--- src/hdl/assert_macros.svh ---
// assertion macros for the decoder rtl
`ifndef ASSERT_MACROS_SVH
`define ASSERT_MACROS_SVH
`ifndef SYNTHESIS
`define ADNR_ASSERT(lbl, ck, rn, prop, msg) \
	lbl: assert property (@(posedge ck) disable iff (!rn) prop) else $error(msg);
`define ADNR_NEVER(lbl, ck, rn, expr, msg) \
	lbl: assert property (@(posedge ck) disable iff (!rn) !(expr)) else $error(msg);
`else
`define ADNR_ASSERT(lbl, ck, rn, prop, msg)
`define ADNR_NEVER(lbl, ck, rn, expr, msg)
`endif
`endif

--- src/hdl/adnr_pkg.sv ---
// types, constants and tables of the adpcm decoder and resampler
package adnr_pkg;
	localparam int OUTPUT_RATE = 529200;
	localparam int RATE_DIV = OUTPUT_RATE / 100;
	localparam int PH_W = 20;
	localparam int VAL_W = 12;
	localparam int STEP_MAX = 48;
	localparam int MAX_RESULTS = 24;
	localparam int CNT_W = 5;
	localparam int DIV_W = 21;
	localparam int RCP_W = 22;
	localparam int SH_100 = 27;
	localparam int SH_RATE = 34;
	localparam int SH_3 = 22;
	localparam longint RCP_100 = ((longint'(1) << SH_100) + 99) / 100;
	localparam longint RCP_RATE = ((longint'(1) << SH_RATE) + RATE_DIV - 1) / RATE_DIV;
	localparam longint RCP_3 = ((longint'(1) << SH_3) + 2) / 3;
	localparam int CO_W = 20;
	localparam int PROD_W = 29;

	localparam logic REG_PAN = 1'b0;
	localparam logic REG_CLK = 1'b1;

	typedef enum logic [1:0] {
		OP_CTRL = 2'd0,
		OP_DATA = 2'd1,
		OP_STATUS = 2'd2,
		OP_NONE = 2'd3
	} op_t;

	typedef enum logic [1:0] {
		DSEL_PHASE,
		DSEL_INTERP,
		DSEL_THIRD
	} dsel_t;

	typedef enum logic [3:0] {
		S_IDLE,
		S_STAT,
		S_NIB,
		S_LOOP,
		S_DIV1,
		S_WAIT1,
		S_DIV2,
		S_WAIT2,
		S_MUL1,
		S_MUL2,
		S_MUL3,
		S_DIV3,
		S_WAIT3,
		S_EMIT
	} state_t;

	typedef struct packed {
		logic ld_item;
		logic dec;
		logic adv;
		logic nib_end;
		logic div_start;
		dsel_t div_sel;
		logic mul1;
		logic mul2;
		logic mul3;
		logic emit;
		logic stat;
	} cmd_t;

	typedef struct packed {
		logic in_valid;
		op_t op;
		logic playing;
		logic cnt_lt_rate;
		logic capped;
		logic nib;
		logic div_busy;
		logic out_free;
	} stat_t;

	function automatic logic [10:0] step_base(input logic [5:0] idx);
		logic [10:0] r;
		case (idx)
			6'd0: r = 11'd16;    6'd1: r = 11'd17;    6'd2: r = 11'd19;
			6'd3: r = 11'd21;    6'd4: r = 11'd23;    6'd5: r = 11'd25;
			6'd6: r = 11'd28;    6'd7: r = 11'd31;    6'd8: r = 11'd34;
			6'd9: r = 11'd37;    6'd10: r = 11'd41;   6'd11: r = 11'd45;
			6'd12: r = 11'd50;   6'd13: r = 11'd55;   6'd14: r = 11'd60;
			6'd15: r = 11'd66;   6'd16: r = 11'd73;   6'd17: r = 11'd80;
			6'd18: r = 11'd88;   6'd19: r = 11'd97;   6'd20: r = 11'd107;
			6'd21: r = 11'd118;  6'd22: r = 11'd130;  6'd23: r = 11'd143;
			6'd24: r = 11'd157;  6'd25: r = 11'd173;  6'd26: r = 11'd190;
			6'd27: r = 11'd209;  6'd28: r = 11'd230;  6'd29: r = 11'd253;
			6'd30: r = 11'd279;  6'd31: r = 11'd307;  6'd32: r = 11'd337;
			6'd33: r = 11'd371;  6'd34: r = 11'd408;  6'd35: r = 11'd449;
			6'd36: r = 11'd494;  6'd37: r = 11'd544;  6'd38: r = 11'd598;
			6'd39: r = 11'd658;  6'd40: r = 11'd724;  6'd41: r = 11'd796;
			6'd42: r = 11'd876;  6'd43: r = 11'd963;  6'd44: r = 11'd1060;
			6'd45: r = 11'd1166; 6'd46: r = 11'd1282; 6'd47: r = 11'd1411;
			6'd48: r = 11'd1552;
			default: r = 11'd0;
		endcase
		return r;
	endfunction

	function automatic logic signed [4:0] step_adjust(input logic [2:0] c);
		logic signed [4:0] r;
		case (c)
			3'd4: r = 5'sd2;
			3'd5: r = 5'sd4;
			3'd6: r = 5'sd6;
			3'd7: r = 5'sd8;
			default: r = -5'sd1;
		endcase
		return r;
	endfunction

	function automatic logic [PH_W-1:0] clock_rate(input logic [2:0] sel);
		logic [PH_W-1:0] r;
		case (sel)
			3'd0: r = PH_W'(93750);
			3'd1: r = PH_W'(125000);
			3'd2: r = PH_W'(187500);
			3'd3: r = PH_W'(125000);
			3'd4: r = PH_W'(46875);
			3'd5: r = PH_W'(62500);
			3'd6: r = PH_W'(93750);
			default: r = PH_W'(62500);
		endcase
		return r;
	endfunction
endpackage

--- src/hdl/adnr_if.sv ---
// valid/ready channel interfaces for input and result items
interface adnr_in_if;
	logic valid;
	logic ready;
	logic [1:0] operation;
	logic [7:0] data;
	modport source (output valid, operation, data, input ready);
	modport sink (input valid, operation, data, output ready);
endinterface

interface adnr_out_if;
	logic valid;
	logic ready;
	logic kind;
	logic signed [11:0] right_sample;
	logic signed [11:0] left_sample;
	logic playing;
	logic last;
	modport source (output valid, kind, right_sample, left_sample, playing, last, input ready);
	modport sink (input valid, kind, right_sample, left_sample, playing, last, output ready);
endinterface

--- src/hdl/adnr_div.sv ---
// constant divider by reciprocal multiplication; the product is registered first, then the quotient
module adnr_div (
	input  logic clk,
	input  logic arst_n,
	input  logic start,
	input  adnr_pkg::dsel_t sel,
	input  logic [adnr_pkg::DIV_W-1:0] dividend,
	output logic busy,
	output logic [adnr_pkg::DIV_W-1:0] quot
);
	logic busy_q;
	adnr_pkg::dsel_t sel_q;
	logic [adnr_pkg::RCP_W-1:0] recip;
	logic [adnr_pkg::DIV_W+adnr_pkg::RCP_W-1:0] prod_q;
	logic [adnr_pkg::DIV_W-1:0] quot_n;
	logic [adnr_pkg::DIV_W-1:0] quot_q;

	always_comb begin
		case (sel)
			adnr_pkg::DSEL_PHASE: recip = adnr_pkg::RCP_W'(adnr_pkg::RCP_100);
			adnr_pkg::DSEL_INTERP: recip = adnr_pkg::RCP_W'(adnr_pkg::RCP_RATE);
			adnr_pkg::DSEL_THIRD: recip = adnr_pkg::RCP_W'(adnr_pkg::RCP_3);
			default: recip = '0;
		endcase
	end

	always_comb begin
		case (sel_q)
			adnr_pkg::DSEL_PHASE: quot_n = adnr_pkg::DIV_W'(prod_q >> adnr_pkg::SH_100);
			adnr_pkg::DSEL_INTERP: quot_n = adnr_pkg::DIV_W'(prod_q >> adnr_pkg::SH_RATE);
			adnr_pkg::DSEL_THIRD: quot_n = adnr_pkg::DIV_W'(prod_q >> adnr_pkg::SH_3);
			default: quot_n = '0;
		endcase
	end

	always_ff @(posedge clk or negedge arst_n) begin
		if (!arst_n) begin
			busy_q <= 1'b0;
		end else begin
			busy_q <= start;
		end
	end

	always_ff @(posedge clk) begin
		if (start) begin
			prod_q <= {{adnr_pkg::RCP_W{1'b0}}, dividend} * {{adnr_pkg::DIV_W{1'b0}}, recip};
			sel_q <= sel;
		end
		if (busy_q) quot_q <= quot_n;
	end

	assign busy = busy_q;
	assign quot = quot_q;
endmodule

--- src/hdl/adnr_ctrl.sv ---
// sequencer for decode, phase loop, interpolation steps and status items
module adnr_ctrl (
	input  logic clk,
	input  logic arst_n,
	input  adnr_pkg::stat_t st,
	output adnr_pkg::cmd_t cmd,
	output logic in_ready
);
	adnr_pkg::state_t state_q;
	adnr_pkg::state_t state_n;

	always_ff @(posedge clk or negedge arst_n) begin
		if (!arst_n) begin
			state_q <= adnr_pkg::S_IDLE;
		end else begin
			state_q <= state_n;
		end
	end

	always_comb begin
		state_n = state_q;
		case (state_q)
			adnr_pkg::S_IDLE: begin
				if (st.in_valid) begin
					case (st.op)
						adnr_pkg::OP_DATA: state_n = st.playing ? adnr_pkg::S_NIB
							: adnr_pkg::S_IDLE;
						adnr_pkg::OP_STATUS: state_n = adnr_pkg::S_STAT;
						default: state_n = adnr_pkg::S_IDLE;
					endcase
				end
			end
			adnr_pkg::S_STAT: if (st.out_free) state_n = adnr_pkg::S_IDLE;
			adnr_pkg::S_NIB: state_n = adnr_pkg::S_LOOP;
			adnr_pkg::S_LOOP: begin
				if (st.cnt_lt_rate) begin
					state_n = st.capped ? adnr_pkg::S_LOOP : adnr_pkg::S_DIV1;
				end else begin
					state_n = st.nib ? adnr_pkg::S_IDLE : adnr_pkg::S_NIB;
				end
			end
			adnr_pkg::S_DIV1: state_n = adnr_pkg::S_WAIT1;
			adnr_pkg::S_WAIT1: if (!st.div_busy) state_n = adnr_pkg::S_DIV2;
			adnr_pkg::S_DIV2: state_n = adnr_pkg::S_WAIT2;
			adnr_pkg::S_WAIT2: if (!st.div_busy) state_n = adnr_pkg::S_MUL1;
			adnr_pkg::S_MUL1: state_n = adnr_pkg::S_MUL2;
			adnr_pkg::S_MUL2: state_n = adnr_pkg::S_MUL3;
			adnr_pkg::S_MUL3: state_n = adnr_pkg::S_DIV3;
			adnr_pkg::S_DIV3: state_n = adnr_pkg::S_WAIT3;
			adnr_pkg::S_WAIT3: if (!st.div_busy) state_n = adnr_pkg::S_EMIT;
			adnr_pkg::S_EMIT: if (st.out_free) state_n = adnr_pkg::S_LOOP;
			default: state_n = adnr_pkg::S_IDLE;
		endcase
	end

	always_comb begin
		cmd = '0;
		cmd.div_sel = adnr_pkg::DSEL_PHASE;
		in_ready = 1'b0;
		case (state_q)
			adnr_pkg::S_IDLE: begin
				in_ready = 1'b1;
				cmd.ld_item = st.in_valid;
			end
			adnr_pkg::S_STAT: cmd.stat = st.out_free;
			adnr_pkg::S_NIB: cmd.dec = 1'b1;
			adnr_pkg::S_LOOP: begin
				cmd.adv = st.cnt_lt_rate & st.capped;
				cmd.nib_end = ~st.cnt_lt_rate;
			end
			adnr_pkg::S_DIV1: begin
				cmd.div_start = 1'b1;
				cmd.div_sel = adnr_pkg::DSEL_PHASE;
			end
			adnr_pkg::S_DIV2: begin
				cmd.div_start = 1'b1;
				cmd.div_sel = adnr_pkg::DSEL_INTERP;
			end
			adnr_pkg::S_MUL1: cmd.mul1 = 1'b1;
			adnr_pkg::S_MUL2: cmd.mul2 = 1'b1;
			adnr_pkg::S_MUL3: cmd.mul3 = 1'b1;
			adnr_pkg::S_DIV3: begin
				cmd.div_start = 1'b1;
				cmd.div_sel = adnr_pkg::DSEL_THIRD;
			end
			adnr_pkg::S_EMIT: begin
				cmd.emit = st.out_free;
				cmd.adv = st.out_free;
			end
			default: cmd = '0;
		endcase
	end
endmodule

--- src/hdl/adnr_dp.sv ---
// decoder state, phase accumulator, cubic interpolator and output register
`include "assert_macros.svh"
module adnr_dp (
	input  logic clk,
	input  logic arst_n,
	input  adnr_pkg::cmd_t cmd,
	output adnr_pkg::stat_t st,
	input  logic in_valid,
	input  logic [1:0] in_operation,
	input  logic [7:0] in_data,
	input  logic cfg_we,
	input  logic cfg_index,
	input  logic [2:0] cfg_data,
	adnr_out_if.source out_ch
);
	logic [5:0] step_q;
	logic signed [adnr_pkg::VAL_W-1:0] value_q;
	logic signed [adnr_pkg::VAL_W-1:0] hist_q [4];
	logic empty_q;
	logic playing_q;
	logic [adnr_pkg::PH_W-1:0] phase_q;
	logic [1:0] pan_q;
	logic [2:0] csel_q;
	logic [adnr_pkg::CNT_W-1:0] count_q;
	logic nib_q;
	logic out_valid_q;

	logic [7:0] data_q;
	logic [7:0] x_q;
	logic signed [adnr_pkg::PROD_W-1:0] prod_q;
	logic sign_q;
	logic kind_q;
	logic signed [adnr_pkg::VAL_W-1:0] right_q;
	logic signed [adnr_pkg::VAL_W-1:0] left_q;
	logic play_out_q;
	logic last_q;

	logic [3:0] code;
	logic [14:0] mprod;
	logic [11:0] mag;
	logic signed [13:0] vsum;
	logic signed [adnr_pkg::VAL_W-1:0] vnew;
	logic signed [4:0] adj;
	logic signed [6:0] snext;
	logic [5:0] snew;

	logic [adnr_pkg::PH_W-1:0] clk_rate;
	logic [adnr_pkg::PH_W:0] cnt_next;
	logic cnt_lt_rate;
	logic capped;

	logic div_start;
	logic [adnr_pkg::DIV_W-1:0] dividend;
	logic div_busy;
	logic [adnr_pkg::DIV_W-1:0] quot;

	logic signed [adnr_pkg::CO_W-1:0] h0, h1, h2, h3;
	logic signed [adnr_pkg::CO_W-1:0] co_a, co_b, co_c;
	logic [7:0] x_new;
	logic signed [adnr_pkg::PROD_W-1:0] rv, rt;
	logic signed [adnr_pkg::CO_W-1:0] t_cur;
	logic signed [adnr_pkg::CO_W-1:0] mop;
	logic signed [8:0] xs;
	logic signed [adnr_pkg::PROD_W-1:0] mres;
	logic signed [adnr_pkg::PROD_W-1:0] v3, mag3;
	logic signed [adnr_pkg::CO_W-1:0] q3, t3, s_full;
	logic signed [adnr_pkg::VAL_W-1:0] s_clamp;
	logic out_free;
	logic last_n;

	// nibble decode
	assign code = nib_q ? data_q[7:4] : data_q[3:0];
	assign mprod = 15'(adnr_pkg::step_base(step_q)) * 15'({code[2:0], 1'b1});
	assign mag = mprod[14:3];
	assign vsum = code[3] ? 14'(value_q) - $signed({2'b00, mag})
		: 14'(value_q) + $signed({2'b00, mag});
	assign vnew = (vsum > 14'sd2047) ? 12'sd2047
		: (vsum < -14'sd2048) ? -12'sd2048 : vsum[11:0];
	assign adj = adnr_pkg::step_adjust(code[2:0]);
	assign snext = $signed({1'b0, step_q}) + {{2{adj[4]}}, adj};
	assign snew = (snext < 7'sd0) ? 6'd0
		: (snext > 7'(adnr_pkg::STEP_MAX)) ? 6'(adnr_pkg::STEP_MAX) : snext[5:0];

	// phase accumulator
	assign clk_rate = adnr_pkg::clock_rate(csel_q);
	assign cnt_next = {1'b0, phase_q} + {1'b0, clk_rate};
	assign cnt_lt_rate = phase_q < adnr_pkg::PH_W'(adnr_pkg::OUTPUT_RATE);
	assign capped = count_q == adnr_pkg::CNT_W'(adnr_pkg::MAX_RESULTS);

	// interpolator
	assign h0 = adnr_pkg::CO_W'(hist_q[0]);
	assign h1 = adnr_pkg::CO_W'(hist_q[1]);
	assign h2 = adnr_pkg::CO_W'(hist_q[2]);
	assign h3 = adnr_pkg::CO_W'(hist_q[3]);
	assign co_a = adnr_pkg::CO_W'(h3 - h0 + 3 * h1 - 3 * h2);
	assign co_b = adnr_pkg::CO_W'(3 * (h0 - 2 * h1 + h2));
	assign co_c = adnr_pkg::CO_W'(6 * h2 - 2 * h0 - 3 * h1 - h3);
	assign x_new = (quot > adnr_pkg::DIV_W'(255)) ? 8'd255 : quot[7:0];
	assign rv = prod_q + 29'sd128;
	assign rt = rv[adnr_pkg::PROD_W-1] ? (rv + 29'sd255) >>> 8 : rv >>> 8;
	assign t_cur = rt[adnr_pkg::CO_W-1:0];
	assign mop = cmd.mul1 ? co_a : cmd.mul2 ? t_cur + co_b : t_cur + co_c;
	assign xs = cmd.mul1 ? $signed({1'b0, x_new}) : $signed({1'b0, x_q});
	assign mres = mop * xs;
	assign v3 = prod_q + 29'sd768;
	assign mag3 = v3[adnr_pkg::PROD_W-1] ? -v3 : v3;
	assign q3 = $signed({1'b0, quot[adnr_pkg::CO_W-2:0]});
	assign t3 = sign_q ? -q3 : q3;
	assign s_full = t3 + h1;
	assign s_clamp = (s_full > 20'sd2047) ? 12'sd2047
		: (s_full < -20'sd2048) ? -12'sd2048 : s_full[11:0];
	assign last_n = (count_q == adnr_pkg::CNT_W'(adnr_pkg::MAX_RESULTS - 1))
		|| (nib_q && !(cnt_next < (adnr_pkg::PH_W + 1)'(adnr_pkg::OUTPUT_RATE)));

	// shared divider
	assign div_start = cmd.div_start;
	always_comb begin
		case (cmd.div_sel)
			adnr_pkg::DSEL_PHASE: dividend = {1'b0, phase_q};
			adnr_pkg::DSEL_INTERP: dividend = {quot[12:0], 8'd0};
			adnr_pkg::DSEL_THIRD: dividend = {1'b0, mag3[adnr_pkg::PROD_W-1:9]};
			default: dividend = '0;
		endcase
	end

	adnr_div u_div (
		.clk(clk),
		.arst_n(arst_n),
		.start(div_start),
		.sel(cmd.div_sel),
		.dividend(dividend),
		.busy(div_busy),
		.quot(quot)
	);

	assign out_free = !out_valid_q || out_ch.ready;

	always_ff @(posedge clk or negedge arst_n) begin
		if (!arst_n) begin
			step_q <= '0;
			value_q <= '0;
			for (int i = 0; i < 4; i++) hist_q[i] <= '0;
			empty_q <= 1'b1;
			playing_q <= 1'b0;
			phase_q <= '0;
			pan_q <= 2'd3;
			csel_q <= 3'd2;
			count_q <= '0;
			nib_q <= 1'b0;
			out_valid_q <= 1'b0;
		end else begin
			if (cfg_we) begin
				case (cfg_index)
					adnr_pkg::REG_PAN: pan_q <= cfg_data[1:0];
					adnr_pkg::REG_CLK: begin
						csel_q <= cfg_data;
						phase_q <= '0;
					end
					default: pan_q <= pan_q;
				endcase
			end
			if (cmd.ld_item) begin
				count_q <= '0;
				nib_q <= 1'b0;
				if (in_operation == adnr_pkg::OP_CTRL) begin
					if (in_data[0]) begin
						playing_q <= 1'b0;
					end else if (in_data[1]) begin
						if (!playing_q) begin
							step_q <= '0;
							value_q <= '0;
							playing_q <= 1'b1;
						end
						empty_q <= 1'b1;
					end
				end
			end
			if (cmd.dec) begin
				value_q <= vnew;
				step_q <= snew;
				empty_q <= 1'b0;
				if (empty_q) begin
					for (int i = 0; i < 4; i++) hist_q[i] <= vnew;
				end else begin
					hist_q[0] <= hist_q[1];
					hist_q[1] <= hist_q[2];
					hist_q[2] <= hist_q[3];
					hist_q[3] <= vnew;
				end
			end
			if (cmd.adv) begin
				phase_q <= cnt_next[adnr_pkg::PH_W-1:0];
			end
			if (cmd.nib_end) begin
				phase_q <= phase_q - adnr_pkg::PH_W'(adnr_pkg::OUTPUT_RATE);
				nib_q <= 1'b1;
			end
			if (cmd.emit) begin
				count_q <= count_q + 1'b1;
			end
			if (cmd.emit || cmd.stat) begin
				out_valid_q <= 1'b1;
			end else if (out_ch.ready) begin
				out_valid_q <= 1'b0;
			end
		end
	end

	always_ff @(posedge clk) begin
		if (cmd.ld_item) data_q <= in_data;
		if (cmd.mul1) x_q <= x_new;
		if (cmd.mul1 || cmd.mul2 || cmd.mul3) prod_q <= mres;
		if (cmd.div_start) sign_q <= v3[adnr_pkg::PROD_W-1];
		if (cmd.emit) begin
			kind_q <= 1'b0;
			right_q <= pan_q[0] ? '0 : s_clamp;
			left_q <= pan_q[1] ? '0 : s_clamp;
			play_out_q <= 1'b1;
			last_q <= last_n;
		end else if (cmd.stat) begin
			kind_q <= 1'b1;
			right_q <= '0;
			left_q <= '0;
			play_out_q <= playing_q;
			last_q <= 1'b1;
		end
	end

	assign out_ch.valid = out_valid_q;
	assign out_ch.kind = kind_q;
	assign out_ch.right_sample = right_q;
	assign out_ch.left_sample = left_q;
	assign out_ch.playing = play_out_q;
	assign out_ch.last = last_q;

	always_comb begin
		st.in_valid = in_valid;
		st.op = adnr_pkg::op_t'(in_operation);
		st.playing = playing_q;
		st.cnt_lt_rate = cnt_lt_rate;
		st.capped = capped;
		st.nib = nib_q;
		st.div_busy = div_busy;
		st.out_free = out_free;
	end

	`ADNR_ASSERT(a_emit_in_phase, clk, arst_n, cmd.emit |-> cnt_lt_rate, "sample past rate")
	`ADNR_ASSERT(a_div_runs, clk, arst_n, cmd.div_start |=> div_busy, "divider not started")
	`ADNR_NEVER(a_no_emit_capped, clk, arst_n, cmd.emit && capped, "sample beyond cap")
endmodule

--- src/hdl/adpcm_nibble_decoder_resampler.sv ---
// top level: adpcm nibble decoder with cubic resampler
// a status read passes through S_STAT and waits for a free output register; controls act on acceptance
// each interpolated sample takes three passes of the reciprocal divider
// plus three multiply steps; a data byte gives up to 24 samples
// one item is worked at a time; the next is taken while the last result waits
// asynchronous active-low reset restores the decoder state and register defaults
module adpcm_nibble_decoder_resampler (
	input  logic clk,
	input  logic arst_n,
	adnr_in_if.sink in_ch,
	adnr_out_if.source out_ch,
	input  logic cfg_we,
	input  logic cfg_index,
	input  logic [2:0] cfg_data
);
	adnr_pkg::cmd_t cmd;
	adnr_pkg::stat_t st;
	logic in_ready;

	adnr_ctrl u_ctrl (
		.clk(clk),
		.arst_n(arst_n),
		.st(st),
		.cmd(cmd),
		.in_ready(in_ready)
	);

	adnr_dp u_dp (
		.clk(clk),
		.arst_n(arst_n),
		.cmd(cmd),
		.st(st),
		.in_valid(in_ch.valid),
		.in_operation(in_ch.operation),
		.in_data(in_ch.data),
		.cfg_we(cfg_we),
		.cfg_index(cfg_index),
		.cfg_data(cfg_data),
		.out_ch(out_ch)
	);

	assign in_ch.ready = in_ready;
endmodule
--- src/flat_wrapper.sv ---
// flat-port wrapper written by rule: the top's interface ports become plain ports
module adpcm_nibble_decoder_resampler_flat 
  (clk, arst_n, cfg_we, cfg_index, cfg_data, in_ch_valid, in_ch_operation, in_ch_data, in_ch_ready, out_ch_valid, out_ch_kind, out_ch_right_sample, out_ch_left_sample, out_ch_playing, out_ch_last, out_ch_ready);
  adnr_in_if in_ch_i ();
  adnr_out_if out_ch_i ();
  input  logic clk;
  input  logic arst_n;
  input  logic cfg_we;
  input  logic cfg_index;
  input  logic [2:0] cfg_data;
  input wire logic [$bits(in_ch_i.valid)-1:0] in_ch_valid;
  input wire logic [$bits(in_ch_i.operation)-1:0] in_ch_operation;
  input wire logic [$bits(in_ch_i.data)-1:0] in_ch_data;
  output wire logic [$bits(in_ch_i.ready)-1:0] in_ch_ready;
  output wire logic [$bits(out_ch_i.valid)-1:0] out_ch_valid;
  output wire logic [$bits(out_ch_i.kind)-1:0] out_ch_kind;
  output wire logic [$bits(out_ch_i.right_sample)-1:0] out_ch_right_sample;
  output wire logic [$bits(out_ch_i.left_sample)-1:0] out_ch_left_sample;
  output wire logic [$bits(out_ch_i.playing)-1:0] out_ch_playing;
  output wire logic [$bits(out_ch_i.last)-1:0] out_ch_last;
  input wire logic [$bits(out_ch_i.ready)-1:0] out_ch_ready;
  assign in_ch_i.valid = in_ch_valid;
  assign in_ch_i.operation = in_ch_operation;
  assign in_ch_i.data = in_ch_data;
  assign in_ch_ready = in_ch_i.ready;
  assign out_ch_valid = out_ch_i.valid;
  assign out_ch_kind = out_ch_i.kind;
  assign out_ch_right_sample = out_ch_i.right_sample;
  assign out_ch_left_sample = out_ch_i.left_sample;
  assign out_ch_playing = out_ch_i.playing;
  assign out_ch_last = out_ch_i.last;
  assign out_ch_i.ready = out_ch_ready;
  adpcm_nibble_decoder_resampler u_core (.clk(clk), .arst_n(arst_n), .in_ch(in_ch_i), .out_ch(out_ch_i), .cfg_we(cfg_we), .cfg_index(cfg_index), .cfg_data(cfg_data));
endmodule
--- config.mk ---
export PLATFORM = sky130hd
export DESIGN_NAME = adpcm_nibble_decoder_resampler_flat
export DESIGN_NICKNAME = d
export VERILOG_FILES = /design/src/hdl/adnr_pkg.sv /design/src/hdl/adnr_if.sv /design/src/hdl/adnr_div.sv /design/src/hdl/adnr_ctrl.sv /design/src/hdl/adnr_dp.sv /design/src/hdl/adpcm_nibble_decoder_resampler.sv /design/src/flat_wrapper.sv
export VERILOG_INCLUDE_DIRS = /design/src /design/src/hdl
export SDC_FILE = /design/constraint.sdc
export NUM_CORES = 2
export LEC_CHECK = 0
export BUFFER_PORTS_ARGS = -buffer_cell sky130_fd_sc_hd__buf_2
export CORE_MARGIN = 5
export CORE_UTILIZATION = 45
export DETAILED_ROUTE_END_ITERATION = 7
export PLACE_DENSITY = 0.63
export SLEW_MARGIN = 20
export SYNTH_ARGS = -nofsm -noshare
export SYNTH_HDL_FRONTEND = slang
export SYNTH_SLANG_ARGS = --single-unit
--- constraint.sdc ---
create_clock -name clk -period 31 [get_ports clk]
set_input_delay 4.65 -clock clk [delete_from_list [all_inputs] [get_ports clk]]
set_output_delay 4.65 -clock clk [all_outputs]
set_load 0.005 [all_outputs]
# Yosys cells after proc, flatten, opt, wreduce, memory -nomap -nowiden
# Memory sizes are Yosys's and may differ from the RTL's.
# Index checks and enable logic that the tools add are counted.
[word_totals] register_bits=244 mem_count=1 inputBits=19 mem_bits_ro=704 output_inout_bits=29
[op_classes] multipliers=7 n_bitwise=3 muxes=79 n_reduce_logical=32 order_cmp=9 addsub=22 eq_ne=38
[memory_table] memory="(no name shown)" depth=64 word_bits=11 read_ports=1 rd_clocked_by_memory_dff=0 write_ports=0 line_no="adnr_pkg.sv:81" rtl="case (idx)"
[op_table] cell="12-bit 2-to-1 mux" n=15
[op_table] cell="20-bit 2-to-1 mux" n=8
[op_table] cell="21-bit one-hot mux with 3 select lines" n=2
[op_table] cell="18-bit one-hot mux with 4 select lines" n=1
[op_table] cell="22-bit one-hot mux with 3 select lines" n=1
[op_table] cell="4-bit one-hot mux with 14 select lines" n=1
[op_table] cell="48-bit 2-to-1 mux" n=1
[op_table] cell="6-bit 2-to-1 mux" n=8
[op_table] cell="3-bit by 12-bit multiplier with 15-bit output, first input constant" n=3
[op_table] cell="21-bit by 22-bit multiplier with 43-bit output" n=1
[op_table] cell="29-bit by 11-bit adder with 29-bit output, second input constant" n=1
[op_table] cell="29-bit by 9-bit adder with 29-bit output, second input constant" n=1
[op_table] cell="20-bit by 9-bit multiplier with 29-bit output" n=1
[op_table] cell="29-bit 2-to-1 mux" n=1
[op_table] cell="29-bit negation" n=1
[op_table] cell="28-bit by 9-bit adder with 28-bit output, second input constant" n=1
[op_table] cell="4-bit 2-to-1 mux" n=7
[op_table] cell="12-bit by 13-bit subtractor with 14-bit output" n=2
[op_table] cell="4-bit equality test, second input constant" n=6
[op_table] cell="20-bit by 20-bit adder with 21-bit output" n=1
[op_table] cell="21-bit by 8-bit greater-than comparator with 1-bit output, second input constant" n=1
[op_table] cell="21-bit by 20-bit < comparator with 1-bit output, second input constant" n=1
[op_table] cell="1-bit 2-to-1 mux" n=21
[op_table] cell="20-bit by 12-bit adder with 20-bit output" n=1
[op_table] cell="59 further kinds" n=103

# Depth between registers and ports, before layout
[logic_depth] ltp_word=9 mapped_depth=47

# Hierarchy
# From an unflattened synthesis, not the netlist that was laid out.
[hier_totals] hier_cells=4835 hier_area_um2=43257.7
[modules_own_cells] module="adnr_dp" n_inst=1 cells_per_inst=3294 area_per_inst_um2=28188.3 seq_area_each_um2=4679.5
[modules_own_cells] module="adnr_div" n_inst=1 cells_per_inst=1466 area_per_inst_um2=14455.1 seq_area_each_um2=1346.3
[modules_own_cells] module="adnr_ctrl" n_inst=1 cells_per_inst=75 area_per_inst_um2=614.3 seq_area_each_um2=100.1

# Least setup slack after synthesis
# Ideal clock, no wire load.
[synth_path] kind="register to register" startpoint="register u_core.u_dp.hist_q (netlist bit u_core.u_dp.h1[1])" endpoint="register u_core.u_dp.prod_q[28] (netlist name), data pin" n_path_buf=0 stages_incl_launch_ff=43 setup_time_ns=0.260 path_slack_ns=20.854 period_less_slack_ns=10.146 required_time_ns=30.740 t_arrival_ns=9.886 cell_sequence="dfrtp_1 > ha_1 > ha_1 > inv_1 > fa_1 > inv_1 > a21oi_1 > o21bai_1 > a21oi_1 > o21bai_1 > a21oi_1 > o21bai_1 > xor2_1 > fa_1 > inv_1 > fa_1 > inv_1 > fa_1 > (+7 left out) > xnor2_1 > nand3_1 > o211ai_1 > nand2_1 > fa_1 > inv_1 > fa_1 > fa_1 > inv_1 > fa_1 > inv_1 > ha_1 > o41ai_1 > o211a_1 > o21ai_0 > a221o_1 > a21oi_1 > xnor2_1"
[synth_between] elab_chain_cells=7 elab_cells_between_ends=13
[synth_rtl] element="from (decl)" line_no="adnr_dp.sv:18" rtl="logic signed [adnr_pkg::VAL_W-1:0] hist_q [4];"
[synth_rtl] element="3-bit by 12-bit multiplier with 15-bit output or 12-bit by 13-bit subtractor with 14-bit output (tied branches)" line_no="adnr_dp.sv:95, adnr_dp.sv:97, adnr_dp.sv:96"
[synth_rtl] element="17-bit by 15-bit subtractor with 18-bit output or 14-bit by 12-bit adder with 15-bit output (tied branches)" line_no="adnr_dp.sv:97, adnr_dp.sv:96"
[synth_rtl] element="18-bit by 12-bit subtractor with 19-bit output or 3-bit by 15-bit multiplier with 18-bit output (tied branches)" line_no="adnr_dp.sv:97, adnr_dp.sv:96"
[synth_rtl] element="20-bit by 19-bit adder with 20-bit output or 20-bit by 18-bit adder with 20-bit output (tied branches)" line_no="adnr_dp.sv:102" rtl="assign mop = cmd.mul1 ? co_a : cmd.mul2 ? t_cur + co_b : t_cur + co_c;"
[synth_rtl] element="20-bit 2-to-1 mux" line_no="adnr_dp.sv:102"
[synth_rtl] element="20-bit 2-to-1 mux (*)" line_no="adnr_dp.sv:102"
[synth_rtl] element="20-bit by 9-bit multiplier with 29-bit output (*)" line_no="adnr_dp.sv:104" rtl="assign mres = mop * xs;"
[synth_rtl] element="via u_core.u_dp.mres (one bit)" line_no="adnr_dp.sv:64" rtl="logic signed [adnr_pkg::PROD_W-1:0] mres;"
[synth_rtl] element="to (signal assigned)" line_no="adnr_dp.sv:212" rtl="if (cmd.mul1 || cmd.mul2 || cmd.mul3) prod_q <= mres;"
[synth_rtl] element="to (decl)" line_no="adnr_dp.sv:30" rtl="logic signed [adnr_pkg::PROD_W-1:0] prod_q;"
# Mark *: on every way through the listed nets, which the timed path passes. The rest lies on a longest branch.
# A chain may end at the register's enable or synchronous reset.

# Worst setup path after layout
[layout_path] startpoint="register u_core.u_dp.prod_q[15] (netlist name)" endpoint="register u_core.u_dp.prod_q[27] (netlist name), data pin"
[layout_between] elab_chain_cells=7 elab_cells_between_ends=8
[layout_rtl] element="29-bit by 9-bit adder with 29-bit output (*)" line_no="adnr_dp.sv:99" rtl="assign rv = prod_q + 29'sd128;"
[layout_rtl] element="28-bit by 9-bit adder with 28-bit output" line_no="adnr_dp.sv:100" rtl="assign rt = rv[adnr_pkg::PROD_W-1] ? (rv + 29'sd255) >>> 8 : rv >>> 8;"
[layout_rtl] element="20-bit 2-to-1 mux (*)" line_no="adnr_dp.sv:100"
[layout_rtl] element="20-bit by 19-bit adder with 20-bit output or 20-bit by 18-bit adder with 20-bit output (tied branches)" line_no="adnr_dp.sv:102"
[layout_rtl] element="20-bit 2-to-1 mux (*) (2 in series)" line_no="adnr_dp.sv:102"
[layout_rtl] element="20-bit by 9-bit multiplier with 29-bit output (*)" line_no="adnr_dp.sv:104"
[layout_rtl] element="via u_core.u_dp.mres (one bit)" line_no="adnr_dp.sv:64"
# Marked as above.

==> key figures <==
Run status
  – Status: finished, final reports clean

STA
  – Relative slew slack: 0.166
  – Fmax: 83.4 MHz
  – Final Hold Viols: 0
  – Final setup violation count: 0
  – Post-layout minimum cycle time: 11.99 ns
  – Clk_skew: 0.0207 ns
  – Hold_ws: 0.505 ns
  – Final Cycle Share: 0.387
  – Final TNS setup: 0 ns
  – Unrepaired setup endpoints after global routing: false
  – Slew Viols, Final: 0
  – Slew @ Worst Pin: 1.25 ns

Layout
  – NumNets Final: 5756
  – P&R area growth vs syn: 5.63%
  – Fraction of layout cells with a size suffix above 1: 0.0454
  – Fin area: 0.0445 mm2
  – Post-Layout Cell Count: 5922

Die
  – Die Y: 316 um
  – Row count: 112
  – Die W: 316 um
  – Core Region: 0.0930 mm2
  – Initial Utilization: 0.453
  – DIE AREA: 0.0998 mm2
  – IO Count: 48

Synthesis
  – Synth unique cells: 106
  – Ys flop type: edfxtp_1
  – Synth Area in Compound Gates: 0.127
  – Seq/Total Area, Yosys: 0.145
  – Post-synthesis mux area share: 0.00921
  – Ys async rst share: 0.473
  – Syn Nets: 5786
  – Synth Area in Adders: 0.425
  – Synth Instances: 4678
  – Synthesized flop and latch total: 222
  – Syn avg cell area: 9.00 um2
  – Synthesized cell area: 0.0421 mm2
  – Syn. warnings: 0
  – Synth Area in XOR/XNOR: 0.0589
  – Simple-Gate Fraction of Synth Area: 0.141
  – Main combinational cell family by area after synthesis: adder cells
  – Post-synth EDFFs: 115

Clock network
  – CTS tree: built
  – Cts bufs inserted: 26
  – Clk root buf: clkbuf_16
  – Post-CTS Hold Fix Bufs: 0
  – CTS max path bufs: 3
  – Skew-Pair Late Insertion Delay: 0.58 ns
  – Post-CTS Setup Bufs: 0
  – Post-CTS sizing: 0
  – Clock transition at path regs: 0.07 ns
  – H-tree depth: 1
  – Clock sink count: 222

Job
  – MaxCap Viol Count: 0

Routing
  – DR WL met3: 7110 um
  – Vias per std cell: 5.42
  – Max Used Layer: met5
  – Final ANT Viol Nets: 0
  – DR WL/cell: 18.8 um
  – Drt total wl: 111000 um
  – Via count: 32100
  – Initial DRC Count: 2392
  – DRC violations left: 0
  – TritonRoute pass-1 iters: 8
  – WL met2: 51000 um
  – Routed length on met1: 49100 um

Placed design
  – Placed Cells: 5871
  – DP Wirelength: 94200 um
  – # port buffers: 47
  – Area post-placement: 0.0436 mm2
  – Final GP Congestion: 0.955

GRT
  – Vias in the first global route: 32300
  – All-Layer GR Usage: 0.224
  – Initial antenna violation count: 2
  – First-pass GRT wire length: 178000 um
  – Largest net degree at the start of global routing: 109
  – Remaining global-route overflow: 0

Setup path
  – Startpoint types: register
  – Crit path arrival time: 12.31 ns
  – Slowest-stage cell, CP: a21oi_1
  – Top fanout value on the critical path: 15
  – Critical path capture point type: register
  – Worst EP required: 31.32 ns
  – CP max stage delay: 0.71 ns
  – Critical path class: register to register

Hold path
  – Worst Hold Class: register to register
[synth_stat cells (all sizes together) (47+ instances only)]
library cell	count	area (um2)
a21o	63	473
a21oi	199	1000
and2	75	472
clkbuf	92	345
dfrtp	101	2530
edfxtp	115	3450
fa	569	11400
ha	520	6510
inv	895	3360
nand2	313	1180
nand2b	67	419
nand3	47	240
nor2	356	1350
nor3	122	631
o21ai	220	1100
xnor2	178	1560
xor2	94	831
[cell usage in the layout (no fill, tap or decap), types with 26 or more instances in the layout]
master,netlist,final
o21a_1,34,34
xor2_1,93,93
buf_2,20,49
nand2b_1,67,67
dfrtp_1,101,101
nand2_1,312,312
ha_1,520,519
and2_1,74,74
or3_1,30,30
edfxtp_1,115,115
fa_1,569,569
inv_1,894,894
a211oi_1,26,26
nor2_1,353,351
nor3_1,118,118
nor2b_1,44,44
nand3_1,46,45
o21ai_1,65,65
xnor2_1,178,178
o21ai_0,155,155
clkbuf_16,0,26
a21oi_1,198,195
or2_2,28,28
a31oi_1,27,27
a21o_1,63,63
[final cells by class]
| type | instances | area [um2] |
|---|---|---|
| fill | 9023 | 48600 |
| clock inverter | 15 | 198 |
| tap | 1254 | 1570 |
| antenna | 1 | 2.50 |
| multi-input combinational | 3428 | 32100 |
| sequential | 222 | 6130 |
| clock buffer | 32 | 683 |
| inverter | 898 | 3370 |
| timing repair buffer | 72 | 418 |
[final timing paths]
path	from	end	slack [ns]	depth (start not counted)
setup reg to reg	u_core.u_dp.prod_q[15]$_DFFE_PP_	u_core.u_dp.prod_q[27]$_DFFE_PP_	19.01	40
max in group asynchronous	arst_n	u_core.u_dp.count_q[4]$_DFFE_PN0P_	25.58	2
min in group asynchronous	arst_n	u_core.u_dp.h3[0]$_DFFE_PN0P_	4.07	1
hold reg to reg	u_core.u_dp.value_q[8]$_DFFE_PN0P_	u_core.u_dp.value_q[8]$_DFFE_PN0P_	0.50	2
setup / recovery	u_core.u_dp.prod_q[15]$_DFFE_PP_	u_core.u_dp.prod_q[27]$_DFFE_PP_	19.01	40
hold / removal	u_core.u_dp.value_q[8]$_DFFE_PN0P_	u_core.u_dp.value_q[8]$_DFFE_PN0P_	0.50	2
[per-layer routing]
layer	vias to the layer above	global-route usage
li1	15300	-
met3	192	0.0337
met5	-	0
met1	15600	0.311
met2	925	0.364
met4	2	0.0701
[cell families after synthesis]
family | after synthesis
AOI/OAI and AO/OA | 812
xor gates and xnor gates | 276
adders and majority gates | 1090
buffers and inverters | 1028
DFF | 222
muxes | 35
and+or+nand+nor | 1215
[flip-flops by register name, indices dropped and copies added, names as in the netlist, 2 cells and up]
name and count:
u_core.u_dp.prod_q 29, u_core.u_dp.u_div.prod_q 21, u_core.u_dp.u_div.quot 21, u_core.u_dp.phase_q 20, u_core.u_dp.h0 12, u_core.u_dp.h1 12, u_core.u_dp.h2 12, u_core.u_dp.h3 12
u_core.u_dp.out_ch.left_sample 12, u_core.u_dp.out_ch.right_sample 12, u_core.u_dp.value_q 12, u_core.u_dp.data_q 8, u_core.u_dp.x_q 8, u_core.u_dp.step_q 6, u_core.u_dp.count_q 5, u_core.u_ctrl.state_q 4
u_core.u_dp.csel_q 3, u_core.u_dp.pan_q 2, u_core.u_dp.u_div.sel_q 2
[through the flow]
| step | worst slack [ns] | utilization |
|---|---|---|
| final | 19.01 | 0.478 |
| after global routing | 18.20 | 0.478 |
| after CTS | 19.16 | 0.478 |
| after detailed placement | 19.19 | 0.468 |
| after global placement | 19.49 | 0.468 |
| after floorplan | 20.85 | - |
[critical path, delay by kind of cell (launching register included)]
family	cells	cell delay (ns)
AO/OA/AOI/OAI	11	3.75
XOR/XNOR	4	0.87
adder cells (fa/ha/maj)	9	4.27
buffers and inverters	6	0.35
flip-flops	1	0.66
AND/OR/NAND/NOR	10	1.81
Power is left out: the tool's default activity adds up to more than one toggle a clock period on the data nets, which glitch-free logic cannot reach.
